[config.mk]
export PLATFORM = sky130hd
export DESIGN_NAME = bounded_list_insert_reverse_top
export DESIGN_NICKNAME = d
export VERILOG_FILES = /design/src/design/bli_pkg.sv /design/src/design/bli_ram.sv /design/src/design/bli_ctrl.sv /design/src/design/bli_datapath.sv /design/src/design/bounded_list_insert_reverse_top.sv
export SDC_FILE = /design/constraint.sdc
export NUM_CORES = 1
export LEC_CHECK = 0
export BUFFER_PORTS_ARGS = -buffer_cell sky130_fd_sc_hd__buf_2
export CORE_ASPECT_RATIO = 2
export CORE_MARGIN = 8
export CORE_UTILIZATION = 44
export DETAILED_ROUTE_END_ITERATION = 10
export MAX_ROUTING_LAYER = met4
export PLACE_DENSITY = 0.69
export SLEW_MARGIN = 20
export SYNTH_ARGS = -nofsm -noshare
export SYNTH_HDL_FRONTEND = slang
export SYNTH_SLANG_ARGS = --single-unit
[constraint.sdc]
create_clock -name clk -period 5.25 [get_ports clk]
set_clock_uncertainty 0.2 [all_clocks]
set_input_delay 1.05 -clock clk [delete_from_list [all_inputs] [get_ports clk]]
set_output_delay 1.05 -clock clk [all_outputs]
set_load 0.005 [all_outputs]
[src/design/bli_pkg.sv]
// Shared types, constants and control structures for the bounded list engine.
package bli_pkg;

    // Storage size and derived widths
    localparam int CAPACITY = 16;
    localparam int IDX_W    = (CAPACITY > 1) ? $clog2(CAPACITY) : 1;
    localparam int CNT_W    = $clog2(CAPACITY + 1);

    // Field widths of the stream payloads
    localparam int OP_W  = 3;
    localparam int POS_W = 5;
    localparam int VAL_W = 32;
    localparam int LEN_W = 5;
    localparam int ST_W  = 2;
    localparam int CMP_W = ((CNT_W > POS_W) ? CNT_W : POS_W) + 1;

    localparam int S_TDATA_W = ((POS_W + VAL_W + 7) / 8) * 8;
    localparam int S_TUSER_W = OP_W;
    localparam int M_TDATA_W = ((VAL_W + POS_W + LEN_W + 7) / 8) * 8;
    localparam int M_TUSER_W = ST_W;

    typedef logic [IDX_W-1:0] idx_t;
    typedef logic [CNT_W-1:0] cnt_t;
    typedef logic [CMP_W-1:0] cmp_t;
    typedef logic [POS_W-1:0] pos_t;
    typedef logic [LEN_W-1:0] len_t;
    typedef logic [VAL_W-1:0] val_t;

    // Operation codes
    typedef enum logic [OP_W-1:0] {
        OP_INSERT   = 3'd0,
        OP_READ     = 3'd1,
        OP_TRAVERSE = 3'd2,
        OP_REVERSE  = 3'd3,
        OP_CLEAR    = 3'd4
    } op_t;

    // Result status codes
    typedef enum logic [ST_W-1:0] {
        ST_OK     = 2'd0,
        ST_BADPOS = 2'd1,
        ST_FULL   = 2'd2,
        ST_EMPTY  = 2'd3
    } status_t;

    // Datapath selections
    typedef enum logic [1:0] {RA_LO, RA_LO_INC, RA_POS}           ra_sel_t;
    typedef enum logic [1:0] {WA_LO, WA_HI, WA_POS}               wa_sel_t;
    typedef enum logic [1:0] {WD_RDATA_A, WD_RDATA_B, WD_VAL}     wd_sel_t;
    typedef enum logic [2:0] {LO_HOLD, LO_ZERO, LO_CNT_M1, LO_INC, LO_DEC} lo_op_t;
    typedef enum logic [1:0] {HI_HOLD, HI_CNT_M1, HI_LO_INC, HI_DEC} hi_op_t;
    typedef enum logic [1:0] {CNT_HOLD, CNT_INC, CNT_CLEAR}       cnt_op_t;
    typedef enum logic [1:0] {VS_ZERO, VS_VAL, VS_RDATA}          val_sel_t;
    typedef enum logic [1:0] {PS_ZERO, PS_POS, PS_LO_INC}         pos_sel_t;

    // Commands from the controller to the datapath
    typedef struct packed {
        logic     load_item;
        logic     rd_en;
        ra_sel_t  ra_sel;
        logic     rb_next;
        logic     we;
        wa_sel_t  wa_sel;
        wd_sel_t  wd_sel;
        lo_op_t   lo_op;
        hi_op_t   hi_op;
        cnt_op_t  cnt_op;
        logic     out_load;
        status_t  out_status;
        val_sel_t out_val_sel;
        pos_sel_t out_pos_sel;
        logic     out_last;
    } cmd_t;

    // Status from the datapath to the controller
    typedef struct packed {
        logic [OP_W-1:0] op;
        logic            full;
        logic            ins_ok;
        logic            ins_append;
        logic            rd_ok;
        logic            empty;
        logic            short_list;
        logic            lo_at_pos;
        logic            trv_last;
        logic            more_swaps;
        logic            out_free;
    } stat_t;

endpackage

[src/design/bli_ram.sv]
// Generic single-write, dual-read RAM with registered read data.
module bli_ram #(
    parameter int WIDTH = 32,
    parameter int DEPTH = 16
) (
    input  logic                                   clk,
    input  logic                                   we,
    input  logic [((DEPTH > 1) ? $clog2(DEPTH) : 1)-1:0] waddr,
    input  logic [WIDTH-1:0]                       wdata,
    input  logic                                   rd_en,
    input  logic [((DEPTH > 1) ? $clog2(DEPTH) : 1)-1:0] raddr_a,
    input  logic [((DEPTH > 1) ? $clog2(DEPTH) : 1)-1:0] raddr_b,
    output logic [WIDTH-1:0]                       rdata_a,
    output logic [WIDTH-1:0]                       rdata_b
);

    logic [WIDTH-1:0] mem [DEPTH];

    // Write port
    always_ff @(posedge clk)
    begin
        if (we)
        begin
            mem[waddr] <= wdata;
        end
    end

    // Both read ports, data held until the next read
    always_ff @(posedge clk)
    begin
        if (rd_en)
        begin
            rdata_a <= mem[raddr_a];
            rdata_b <= mem[raddr_b];
        end
    end

endmodule

[src/design/bli_ctrl.sv]
// Controller state machine that sequences every list operation.
module bli_ctrl (
    input  logic           clk,
    input  logic           rst_n,
    input  logic           s_tvalid,
    output logic           s_tready,
    input  bli_pkg::stat_t stat,
    output bli_pkg::cmd_t  cmd
);

    typedef enum logic [3:0] {
        S_IDLE,
        S_DECODE,
        S_INS_FIRST,
        S_INS_SHIFT,
        S_INS_LAST,
        S_INS_PUT,
        S_TRV_RD,
        S_TRV_EMIT,
        S_REV_RD,
        S_REV_WLO,
        S_REV_WHI,
        S_EMIT
    } state_t;

    state_t              state_reg, state_next;
    bli_pkg::status_t    res_status_reg, res_status_next;
    bli_pkg::val_sel_t   res_val_reg, res_val_next;
    bli_pkg::pos_sel_t   res_pos_reg, res_pos_next;

    // A new transaction is taken only between operations.
    assign s_tready = (state_reg == S_IDLE);

    // Next state, pending result and datapath commands
    always_comb
    begin
        state_next      = state_reg;
        res_status_next = res_status_reg;
        res_val_next    = res_val_reg;
        res_pos_next    = res_pos_reg;
        cmd             = '0;

        case (state_reg)
            S_IDLE:
            begin
                if (s_tvalid)
                begin
                    cmd.load_item = 1'b1;
                    state_next    = S_DECODE;
                end
            end

            S_DECODE:
            begin
                res_status_next = bli_pkg::ST_OK;
                res_val_next    = bli_pkg::VS_ZERO;
                res_pos_next    = bli_pkg::PS_ZERO;
                state_next      = S_EMIT;
                case (stat.op)
                    bli_pkg::OP_INSERT:
                    begin
                        if (stat.full)
                        begin
                            res_status_next = bli_pkg::ST_FULL;
                        end
                        else if (!stat.ins_ok)
                        begin
                            res_status_next = bli_pkg::ST_BADPOS;
                        end
                        else if (stat.ins_append)
                        begin
                            state_next = S_INS_PUT;
                        end
                        else
                        begin
                            cmd.lo_op  = bli_pkg::LO_CNT_M1;
                            state_next = S_INS_FIRST;
                        end
                    end
                    bli_pkg::OP_READ:
                    begin
                        if (!stat.rd_ok)
                        begin
                            res_status_next = bli_pkg::ST_BADPOS;
                        end
                        else
                        begin
                            cmd.rd_en    = 1'b1;
                            cmd.ra_sel   = bli_pkg::RA_POS;
                            res_val_next = bli_pkg::VS_RDATA;
                            res_pos_next = bli_pkg::PS_POS;
                        end
                    end
                    bli_pkg::OP_TRAVERSE:
                    begin
                        if (stat.empty)
                        begin
                            res_status_next = bli_pkg::ST_EMPTY;
                        end
                        else
                        begin
                            cmd.lo_op  = bli_pkg::LO_ZERO;
                            state_next = S_TRV_RD;
                        end
                    end
                    bli_pkg::OP_REVERSE:
                    begin
                        if (!stat.short_list)
                        begin
                            cmd.lo_op  = bli_pkg::LO_ZERO;
                            cmd.hi_op  = bli_pkg::HI_CNT_M1;
                            state_next = S_REV_RD;
                        end
                    end
                    bli_pkg::OP_CLEAR:
                    begin
                        cmd.cnt_op = bli_pkg::CNT_CLEAR;
                    end
                    default:
                    begin
                        // Unused codes give no result.
                        state_next = S_IDLE;
                    end
                endcase
            end

            // Move entries up one place, top first, overlapping read and write.
            S_INS_FIRST, S_INS_SHIFT:
            begin
                if (state_reg == S_INS_SHIFT)
                begin
                    cmd.we     = 1'b1;
                    cmd.wa_sel = bli_pkg::WA_HI;
                    cmd.wd_sel = bli_pkg::WD_RDATA_A;
                end
                cmd.rd_en  = 1'b1;
                cmd.ra_sel = bli_pkg::RA_LO;
                cmd.hi_op  = bli_pkg::HI_LO_INC;
                cmd.lo_op  = bli_pkg::LO_DEC;
                state_next = stat.lo_at_pos ? S_INS_LAST : S_INS_SHIFT;
            end

            S_INS_LAST:
            begin
                cmd.we     = 1'b1;
                cmd.wa_sel = bli_pkg::WA_HI;
                cmd.wd_sel = bli_pkg::WD_RDATA_A;
                state_next = S_INS_PUT;
            end

            S_INS_PUT:
            begin
                cmd.we          = 1'b1;
                cmd.wa_sel      = bli_pkg::WA_POS;
                cmd.wd_sel      = bli_pkg::WD_VAL;
                cmd.cnt_op      = bli_pkg::CNT_INC;
                res_status_next = bli_pkg::ST_OK;
                res_val_next    = bli_pkg::VS_VAL;
                res_pos_next    = bli_pkg::PS_POS;
                state_next      = S_EMIT;
            end

            S_TRV_RD:
            begin
                cmd.rd_en  = 1'b1;
                cmd.ra_sel = bli_pkg::RA_LO;
                state_next = S_TRV_EMIT;
            end

            // One element out per free output slot, next read issued alongside.
            S_TRV_EMIT:
            begin
                if (stat.out_free)
                begin
                    cmd.out_load    = 1'b1;
                    cmd.out_status  = bli_pkg::ST_OK;
                    cmd.out_val_sel = bli_pkg::VS_RDATA;
                    cmd.out_pos_sel = bli_pkg::PS_LO_INC;
                    cmd.out_last    = stat.trv_last;
                    if (stat.trv_last)
                    begin
                        state_next = S_IDLE;
                    end
                    else
                    begin
                        cmd.rd_en  = 1'b1;
                        cmd.ra_sel = bli_pkg::RA_LO_INC;
                        cmd.lo_op  = bli_pkg::LO_INC;
                    end
                end
            end

            S_REV_RD:
            begin
                cmd.rd_en  = 1'b1;
                cmd.ra_sel = bli_pkg::RA_LO;
                state_next = S_REV_WLO;
            end

            S_REV_WLO:
            begin
                cmd.we     = 1'b1;
                cmd.wa_sel = bli_pkg::WA_LO;
                cmd.wd_sel = bli_pkg::WD_RDATA_B;
                state_next = S_REV_WHI;
            end

            // Finish the swap and fetch the next inner pair, if any.
            S_REV_WHI:
            begin
                cmd.we     = 1'b1;
                cmd.wa_sel = bli_pkg::WA_HI;
                cmd.wd_sel = bli_pkg::WD_RDATA_A;
                cmd.lo_op  = bli_pkg::LO_INC;
                cmd.hi_op  = bli_pkg::HI_DEC;
                if (stat.more_swaps)
                begin
                    cmd.rd_en   = 1'b1;
                    cmd.ra_sel  = bli_pkg::RA_LO_INC;
                    cmd.rb_next = 1'b1;
                    state_next  = S_REV_WLO;
                end
                else
                begin
                    res_status_next = bli_pkg::ST_OK;
                    res_val_next    = bli_pkg::VS_ZERO;
                    res_pos_next    = bli_pkg::PS_ZERO;
                    state_next      = S_EMIT;
                end
            end

            S_EMIT:
            begin
                if (stat.out_free)
                begin
                    cmd.out_load    = 1'b1;
                    cmd.out_status  = res_status_reg;
                    cmd.out_val_sel = res_val_reg;
                    cmd.out_pos_sel = res_pos_reg;
                    cmd.out_last    = 1'b1;
                    state_next      = S_IDLE;
                end
            end

            default:
            begin
                state_next = S_IDLE;
            end
        endcase
    end

    // State and pending result registers
    always_ff @(posedge clk or negedge rst_n)
    begin
        if (!rst_n)
        begin
            state_reg      <= S_IDLE;
            res_status_reg <= bli_pkg::ST_OK;
            res_val_reg    <= bli_pkg::VS_ZERO;
            res_pos_reg    <= bli_pkg::PS_ZERO;
        end
        else
        begin
            state_reg      <= state_next;
            res_status_reg <= res_status_next;
            res_val_reg    <= res_val_next;
            res_pos_reg    <= res_pos_next;
        end
    end

endmodule

[src/design/bli_datapath.sv]
// Datapath: item registers, walk pointers, element RAM, count and output register.
module bli_datapath (
    input  logic                            clk,
    input  logic                            rst_n,
    input  bli_pkg::cmd_t                   cmd,
    output bli_pkg::stat_t                  stat,
    input  logic [bli_pkg::S_TDATA_W-1:0]   s_tdata,
    input  logic [bli_pkg::S_TUSER_W-1:0]   s_tuser,
    output logic                            m_tvalid,
    input  logic                            m_tready,
    output logic [bli_pkg::M_TDATA_W-1:0]   m_tdata,
    output logic [bli_pkg::M_TUSER_W-1:0]   m_tuser,
    output logic                            m_tlast
);

    logic [bli_pkg::OP_W-1:0] op_reg;
    bli_pkg::pos_t            pos_reg;
    bli_pkg::val_t            val_reg;
    bli_pkg::cnt_t            count_reg, count_next;
    bli_pkg::cnt_t            lo_reg, lo_next;
    bli_pkg::cnt_t            hi_reg, hi_next;

    bli_pkg::cmp_t            pos_c, cnt_c, lo_c, hi_c, pos_m1;
    bli_pkg::cnt_t            lo_inc, hi_dec;

    logic                     ram_we;
    bli_pkg::idx_t            ram_waddr, ram_raddr_a, ram_raddr_b;
    bli_pkg::val_t            ram_wdata, rdata_a, rdata_b;

    logic                     m_valid_reg, m_valid_next;
    bli_pkg::status_t         status_out_reg;
    bli_pkg::val_t            value_out_reg;
    bli_pkg::pos_t            pos_out_reg;
    bli_pkg::len_t            len_out_reg;
    logic                     last_out_reg;

    // Widened copies for comparisons
    assign pos_c  = bli_pkg::cmp_t'(pos_reg);
    assign cnt_c  = bli_pkg::cmp_t'(count_reg);
    assign lo_c   = bli_pkg::cmp_t'(lo_reg);
    assign hi_c   = bli_pkg::cmp_t'(hi_reg);
    assign pos_m1 = pos_c - bli_pkg::cmp_t'(1);
    assign lo_inc = lo_reg + bli_pkg::cnt_t'(1);
    assign hi_dec = hi_reg - bli_pkg::cnt_t'(1);

    // Status to the controller
    always_comb
    begin
        stat.op         = op_reg;
        stat.full       = (count_reg >= bli_pkg::cnt_t'(bli_pkg::CAPACITY));
        stat.ins_ok     = (pos_c != '0) && (pos_c <= cnt_c + bli_pkg::cmp_t'(1));
        stat.ins_append = (pos_c == cnt_c + bli_pkg::cmp_t'(1));
        stat.rd_ok      = (pos_c != '0) && (pos_c <= cnt_c);
        stat.empty      = (count_reg == '0);
        stat.short_list = (cnt_c <= bli_pkg::cmp_t'(1));
        stat.lo_at_pos  = (lo_c + bli_pkg::cmp_t'(1) == pos_c);
        stat.trv_last   = (lo_c + bli_pkg::cmp_t'(1) == cnt_c);
        stat.more_swaps = (lo_c + bli_pkg::cmp_t'(2) < hi_c);
        stat.out_free   = !m_valid_reg || m_tready;
    end

    // Captured transaction fields
    always_ff @(posedge clk)
    begin
        if (cmd.load_item)
        begin
            op_reg  <= s_tuser;
            pos_reg <= s_tdata[bli_pkg::POS_W-1:0];
            val_reg <= s_tdata[bli_pkg::POS_W +: bli_pkg::VAL_W];
        end
    end

    // Walk pointers and element count
    always_comb
    begin
        case (cmd.lo_op)
            bli_pkg::LO_ZERO:   lo_next = '0;
            bli_pkg::LO_CNT_M1: lo_next = count_reg - bli_pkg::cnt_t'(1);
            bli_pkg::LO_INC:    lo_next = lo_inc;
            bli_pkg::LO_DEC:    lo_next = lo_reg - bli_pkg::cnt_t'(1);
            default:            lo_next = lo_reg;
        endcase
        case (cmd.hi_op)
            bli_pkg::HI_CNT_M1: hi_next = count_reg - bli_pkg::cnt_t'(1);
            bli_pkg::HI_LO_INC: hi_next = lo_inc;
            bli_pkg::HI_DEC:    hi_next = hi_dec;
            default:            hi_next = hi_reg;
        endcase
        case (cmd.cnt_op)
            bli_pkg::CNT_INC:   count_next = count_reg + bli_pkg::cnt_t'(1);
            bli_pkg::CNT_CLEAR: count_next = '0;
            default:            count_next = count_reg;
        endcase
    end

    always_ff @(posedge clk)
    begin
        lo_reg <= lo_next;
        hi_reg <= hi_next;
    end

    always_ff @(posedge clk or negedge rst_n)
    begin
        if (!rst_n)
        begin
            count_reg <= '0;
        end
        else
        begin
            count_reg <= count_next;
        end
    end

    // Element RAM addressing
    always_comb
    begin
        case (cmd.ra_sel)
            bli_pkg::RA_LO_INC: ram_raddr_a = lo_inc[bli_pkg::IDX_W-1:0];
            bli_pkg::RA_POS:    ram_raddr_a = pos_m1[bli_pkg::IDX_W-1:0];
            default:            ram_raddr_a = lo_reg[bli_pkg::IDX_W-1:0];
        endcase
        ram_raddr_b = cmd.rb_next ? hi_dec[bli_pkg::IDX_W-1:0] : hi_reg[bli_pkg::IDX_W-1:0];
        case (cmd.wa_sel)
            bli_pkg::WA_LO:  ram_waddr = lo_reg[bli_pkg::IDX_W-1:0];
            bli_pkg::WA_POS: ram_waddr = pos_m1[bli_pkg::IDX_W-1:0];
            default:         ram_waddr = hi_reg[bli_pkg::IDX_W-1:0];
        endcase
        case (cmd.wd_sel)
            bli_pkg::WD_RDATA_B: ram_wdata = rdata_b;
            bli_pkg::WD_VAL:     ram_wdata = val_reg;
            default:             ram_wdata = rdata_a;
        endcase
        ram_we = cmd.we;
    end

    bli_ram #(
        .WIDTH (bli_pkg::VAL_W),
        .DEPTH (bli_pkg::CAPACITY)
    ) u_store (
        .clk     (clk),
        .we      (ram_we),
        .waddr   (ram_waddr),
        .wdata   (ram_wdata),
        .rd_en   (cmd.rd_en),
        .raddr_a (ram_raddr_a),
        .raddr_b (ram_raddr_b),
        .rdata_a (rdata_a),
        .rdata_b (rdata_b)
    );

    // Output register: valid flag
    always_comb
    begin
        if (cmd.out_load)
        begin
            m_valid_next = 1'b1;
        end
        else if (m_tready)
        begin
            m_valid_next = 1'b0;
        end
        else
        begin
            m_valid_next = m_valid_reg;
        end
    end

    always_ff @(posedge clk or negedge rst_n)
    begin
        if (!rst_n)
        begin
            m_valid_reg <= 1'b0;
        end
        else
        begin
            m_valid_reg <= m_valid_next;
        end
    end

    // Output register: result fields
    always_ff @(posedge clk)
    begin
        if (cmd.out_load)
        begin
            status_out_reg <= cmd.out_status;
            last_out_reg   <= cmd.out_last;
            len_out_reg    <= bli_pkg::len_t'(count_reg);
            case (cmd.out_val_sel)
                bli_pkg::VS_VAL:   value_out_reg <= val_reg;
                bli_pkg::VS_RDATA: value_out_reg <= rdata_a;
                default:           value_out_reg <= '0;
            endcase
            case (cmd.out_pos_sel)
                bli_pkg::PS_POS:    pos_out_reg <= pos_reg;
                bli_pkg::PS_LO_INC: pos_out_reg <= bli_pkg::pos_t'(lo_c + bli_pkg::cmp_t'(1));
                default:            pos_out_reg <= '0;
            endcase
        end
    end

    assign m_tvalid = m_valid_reg;
    assign m_tlast  = last_out_reg;
    assign m_tuser  = status_out_reg;
    assign m_tdata  = bli_pkg::M_TDATA_W'({len_out_reg, pos_out_reg, value_out_reg});

endmodule

[src/design/bounded_list_insert_reverse_top.sv]
// Top level of the bounded list engine: controller and datapath joined.
//
//  Channel   Direction  Handshake                    Payload (lowest bit first)
//  s_axis    in         s_axis_tvalid/s_axis_tready  tuser: operation[2:0];
//                                                    tdata: position[4:0], value_in[36:5]
//  m_axis    out        m_axis_tvalid/m_axis_tready  tdata: value_out[31:0],
//                                                    position_out[36:32], length[41:37];
//                                                    tuser: status; tlast: last
//
// One operation at a time; s_axis_tready is high only between operations. An insert that
// moves entries up moves one entry per cycle through the single write port, and a traverse
// emits one element per cycle while m_axis_tready is high. Reset clears the element count,
// the output valid flag and control state only; a stall on m_axis holds the result.
module bounded_list_insert_reverse_top (
    input  logic                          clk,
    input  logic                          rst_n,
    input  logic                          s_axis_tvalid,
    output logic                          s_axis_tready,
    // position, value_in, zero fill
    input  logic [bli_pkg::S_TDATA_W-1:0] s_axis_tdata,
    // operation
    input  logic [bli_pkg::S_TUSER_W-1:0] s_axis_tuser,
    output logic                          m_axis_tvalid,
    input  logic                          m_axis_tready,
    // value_out, position_out, length, zero fill
    output logic [bli_pkg::M_TDATA_W-1:0] m_axis_tdata,
    // status
    output logic [bli_pkg::M_TUSER_W-1:0] m_axis_tuser,
    output logic                          m_axis_tlast
);

    bli_pkg::cmd_t  cmd;
    bli_pkg::stat_t stat;

    // Sequencing of each operation
    bli_ctrl u_ctrl (
        .clk      (clk),
        .rst_n    (rst_n),
        .s_tvalid (s_axis_tvalid),
        .s_tready (s_axis_tready),
        .stat     (stat),
        .cmd      (cmd)
    );

    // Storage, pointers and result register
    bli_datapath u_datapath (
        .clk      (clk),
        .rst_n    (rst_n),
        .cmd      (cmd),
        .stat     (stat),
        .s_tdata  (s_axis_tdata),
        .s_tuser  (s_axis_tuser),
        .m_tvalid (m_axis_tvalid),
        .m_tready (m_axis_tready),
        .m_tdata  (m_axis_tdata),
        .m_tuser  (m_axis_tuser),
        .m_tlast  (m_axis_tlast)
    );

endmodule
# Yosys cells after proc, flatten, opt, wreduce, memory -nomap -nowiden
# Memory sizes are Yosys's and may differ from the RTL's. A register that Yosys moved wholly into a read port is not among the register bits.
# Index checks and enable logic that the tools add are counted.
word_totals:
  regBits: 111
  ramBits: 512
  in_bits: 47
  wordCells: 158
  n_memories: 1
memory_table:
  columns: ["memory", "depth", "word_bits", "rd", "rd_clocked_by_memory_dff", "write_ports", "line_no", "rtl"]
  rows:
  - ["u_datapath.u_store.mem", 16, 32, 2, 2, 1, "bli_ram.sv:17", "logic [WIDTH-1:0] mem [DEPTH];"]
op_classes:
  n_addsub: 9
  n_lt_le_gt_ge: 5
  eq_ne: 41
  muxes: 66
  n_reduce_logical: 20
op_table:
  columns: ["cell", "n"]
  rows:
  - ["one-hot mux 32 bit (2 select lines)", 2]
  - ["one-hot mux 4 bit (11 select lines)", 1]
  - ["one-hot mux 5 bit (4 select lines)", 2]
  - ["two-way mux 4 bit", 9]
  - ["two-way mux 3 bit", 10]
  - ["one-hot mux 2 bit (3 select lines)", 5]
  - ["two-way mux 2 bit", 12]
  - ["one-hot mux 3 bit (4 select lines)", 2]
  - ["one-hot mux 5 bit (2 select lines)", 2]
  - ["equality test 2 bit, second input constant", 8]
  - ["equality test 4 x 3 -> 1 bit, second input constant", 4]
  - ["equality test 4 bit, second input constant", 4]
  - ["two-way mux 8 bit", 2]
  - ["one-hot mux 4 bit (2 select lines)", 2]
  - ["one-hot mux 4 bit (4 select lines)", 1]
  - ["one-hot mux 8 bit (2 select lines)", 1]
  - ["one-hot mux 5 bit (3 select lines)", 1]
  - ["subtractor 5 x 1 -> 5 bit, second input constant", 3]
  - ["adder 5 x 1 -> 6 bit, second input constant", 2]
  - ["equality test 2 x 1 -> 1 bit, second input constant", 6]
  - ["equality test 3 x 2 -> 1 bit, second input constant", 4]
  - ["equality test 6 x 5 -> 1 bit", 2]
  - ["two-way mux 1 bit", 11]
  - ["adder 5 x 1 -> 5 bit, second input constant", 2]
  - ["32 further kinds", 43]

# Logic depth before layout (Yosys ltp)
depth:
  ltp_word: 9
  depth_mapped: 20
  ltp_nobuf: 16

# Modules after synthesis
# From an unflattened synthesis, not the netlist that was laid out.
hier_totals:
  cells_unflattened: 1803
  area_unflattened_um2: 31531.5
by_module_without_submodules:
  columns: ["mod", "instances", "cells_per_inst", "area_each_um2", "seq_area_each_um2"]
  rows:
  - ["bli_ram", 1, 1141, 24828.8, 17296.6]
  - ["bli_datapath", 1, 535, 5756.8, 3002.9]
  - ["bli_ctrl", 1, 127, 945.9, 225.2]

# Least setup slack after synthesis
# OpenSTA, ideal clock, no wires.
synth_timing:
  path_type: "register to register"
  from: "register u_datapath.lo_reg[2]"
  to: "register u_datapath.u_store.rdata_a[23] (read register of u_datapath.u_store.mem), data pin"
  setup_ns: 0.270
  arrival_ns: 4.550
  required_time_ns: 4.780
  setup_slack_ns: 0.230
  path_stages_with_launch: 21
  path_buffers: 7
  synth_period_minus_slack_ns: 5.020
  path_cell_list: "edfxtp_1 -> clkbuf_1 -> inv_1 -> ha_1 -> ha_1 -> o21a_1 -> o21ai_0 -> o211ai_1 -> buf_2 -> clkbuf_1 -> nand2_1 -> ha_1 -> clkbuf_1 -> a221oi_1 -> a21oi_1 -> clkbuf_1 -> clkbuf_1 -> clkbuf_1 -> mux4_2 -> mux2i_1 -> a21oi_1"
synth_via:
  elab_chain_len: 7
synth_rtl:
  columns: ["element", "line_no", "rtl"]
  rows:
  - ["from (decl)", "bli_datapath.sv:20", "bli_pkg::cnt_t lo_reg, lo_next;"]
  - ["from (signal assigned)", "bli_datapath.sv:98", "lo_reg <= lo_next;"]
  - ["parallel branches: the longest is 7 deep, another holds adder 5 x 2 -> 6 bit", null, null]
  - ["to (decl)", "bli_ram.sv:13", "output logic [WIDTH-1:0] rdata_a,"]
# Several ways; the timed one is not identified.
# A chain may end at the register's enable or synchronous reset.

# Final worst setup path
layout_timing:
  from: "register u_datapath.lo_reg[0]"
  to: "register u_datapath.u_store.rdata_a[17] (read register of u_datapath.u_store.mem), data pin"
# The elaborated chain is that of the path after synthesis.

==> flow_summary.yaml <==
route:
  via_per_inst: 6.58
  via_count: 23332
  dr.first_iter.drc_count: 2459
  firstDrtPassIters: 6
  ant_nets: 0
  drcViolationCount: 0
  wire_per_inst_um: 27.4
  wirelength_um: 97000
timing:
  worstMarginPinSlew_ns: 1.20
  slew_headroom: 0.200
  worst_slack_ns: 0.276
  setup_viol: 0
  drv_slew: 0
  post-route-period-util: 0.947
  hold_viol_final: 0
  fin_tns_setup_ns: 0
  fmax_mhz: 201
  hold-worst-slack_ns: 0.109
  rsz0062_at_grt: "no"
  period_needed_ns: 4.97
finish:
  multiInputGateArea_um2: 12200
  largest_reg_flops: 512
  fin_nets: 2559
  utilization: 0.501
  top_register: "u_datapath.u_store.mem"
  drive_gt1_frac: 0.196
  fin_cells: 3545
  area_delta_synth_final_pct: 13.2
  n_fill_cell: 6323
  regArea_um2: 20500
global_routing:
  grtUsageTotal: 0.228
  grt_pass1_wl_um: 143000
  use_met2: 0.374
  grt_antenna_before_repair: 1
  grt_start_max_net_pins: 96
  grt_pass1_vias: 23158
  busiest_layer: "met2"
  overflow: 0
  globalRouteMet3Util: 0.0331
  grtUsageMet1: 0.276
cts:
  path_clk_slew_ns: 0.07
  cts-root-buf: "clkbuf_16"
  cts_hold_buf: 0
  postCtsSetupBuffers: 0
  cts_resized: 0
  insertion_delay_ns: 0.67
  cts_buffers: 61
  cts_tree: "done"
  cts_max_level: 2
  cts_num_sinks: 686
  cts_max_path_buffers: 3
worst_setup_path:
  setup.worst_path.end_class: "flop"
  worstSetupPathType: "flop to flop"
  rr_startpoint: "u_datapath.lo_reg[0]"
  worstPathCellList: "ha_1 > nand3_1 > xnor3_1 > or4_1 > nand2_1 > nand2_1 > ha_1 > buf_4 > a221oi_1 > a21oi_4 > buf_12 > mux4_2 > nor2b_1 > a211oi_1 > a21oi_1"
  max_stage_delay_ns: 0.64
  crit_family: "simple AND/OR/NAND/NOR gates"
  startpoint_type: "flop"
  path_buf_inv: 2
  cp_max_fo: 72
  crit_required_ns: 5.45
  critPathSlowestCell: "or4_1"
  startpoint: "u_datapath.lo_reg[0]"
  cp.arrival_ns: 5.18
power:
  p_leak_nw: 12.4
  powerDensity_nw_per_um2: 727
  switching_share: 0.408
  peakVddDrop_v: 0.000671
  seqPwrFrac: 0.337
  power_switching_w: 0.0112
  comb_power_share: 0.496
  intPower_w: 0.0163
  clock_power_share: 0.167
place:
  preCtsSetupSlack_ns: 0.359
  dp.cells: 3430
  place.gp.congestion: 0.891
  hpwl_um: 55300
  port_buffers: 90
synth:
  synth-main-ff-cell: "edfxtp_1"
  netlist_instances: 2403
  async_flop_share: 0.0219
  synth_area_leader_cell: "edfxtp_1"
  synth_area_um2: 33400
  synth_top_area_frac: 0.603
  synth.area.top_cells: "edfxtp_1 (60%), mux4_2 (8.8%), mux2i_1 (3.5%), nand2_1 (3.2%), nor3_1 (1.8%)"
  seq_area_frac_synth: 0.614
  synth_edf_count: 671
  synth_common_cells: "edfxtp_1 (671), nand2_1 (287), clkbuf_1 (145), mux4_2 (130)"
  synth_seq_cells: 686
  synth_most_common_cell: "edfxtp_1"
  ys_warn_count: 0
  synth_cell_type_count: 72
  syn_avg_cell_area_um2: 13.9
floorplanning:
  die_area_um2: 85500
  io_pins: 100
  start_util: 0.442
  core_area_um2: 75500
  dieHeight_um: 406
  die_w_um: 211
  row_count: 143
job:
  maxCapViolations: 0
status:
  status: "completed"
min_path:
  hp-class: "input port to asynchronous set/reset pin"
==> per-stage QoR <==
step	power, W	area (µm²)
2_1_floorplan	0.0180	33400
3_3_place_gp	0.0225	35700
3_5_place_dp	0.0228	35700
4_1_cts	0.0274	37800
5_1_grt	0.0286	37800
6_report	0.0275	37800
==> routing by layer <==
metal,vias up,share of wire
li1,9876,-
met1,11702,0.36
met4,0,0.046
met3,293,0.095
met5,-,0
met2,1461,0.49
==> cell families (layout without fill, tap and decap cells) <==
| kind of cell | Yosys count | count (layout) | synth area share |
|---|---|---|---|
| other | 1 | 7 | 0.000112 |
| and+or+nand+nor | 605 | 605 | 0.0806 |
| adders and majority gates | 34 | 34 | 0.0127 |
| muxes | 251 | 251 | 0.124 |
| xor gates and xnor gates | 29 | 29 | 0.00929 |
| DFF | 686 | 686 | 0.614 |
| AOI/OAI and AO/OA | 557 | 557 | 0.128 |
| buffers and inverters | 240 | 361 | 0.0302 |
==> power groups by stage <==
stage	clock, W	combinational, W	sequential [W]
after floorplan	0	0.00887	0.00916
after global placement	0	0.0132	0.00926
after detailed placement	0	0.0135	0.00932
after CTS	0.00464	0.0135	0.00922
after global routing	0.00482	0.0145	0.00935
final	0.00459	0.0136	0.00925
==> cells in the final DEF, fill, tap and decap left out, types with 28 or more instances in the layout <==
master	n
nor3_1	118
ha_1	30
o31ai_1	38
nor2b_1	36
a22oi_1	76
a211oi_1	35
nand2_1	286
o32a_1	35
a21oi_1	49
a32oi_1	32
buf_2	90
o221ai_1	56
mux2i_1	117
inv_1	28
nor2_1	67
nand3_1	33
a221oi_1	41
mux4_2	130
o21ai_0	51
edfxtp_1	671
buf_4	105
a311oi_1	36
clkbuf_16	62
==> worst paths after layout <==
path / to / slack, ns / cells past startpoint
hold reg to reg: u_ctrl.res_status_reg[1] / 0.27 / 2
min in group clk: u_ctrl.res_status_reg[1] / 0.27 / 2
setup reg to reg: u_datapath.u_store.rdata_a[17] / 0.28 / 15
hold / removal: u_datapath.count_reg[2] / 0.11 / 1
setup / recovery: u_datapath.u_store.rdata_a[17] / 0.28 / 15
max in group asynchronous: u_ctrl.res_val_reg[1] / 4.46 / 1
==> area by class of cell <==
type                       count  share of cell area
sequential                   686               0.543
multi-input combinational   1482               0.322
timing repair buffer         217              0.0444
clock buffer                  73              0.0421
tap                         1015              0.0336
clock inverter                41              0.0121
inverter                      30             0.00301
antenna                        1           0.0000662
Power figures use the tool's default switching activity.
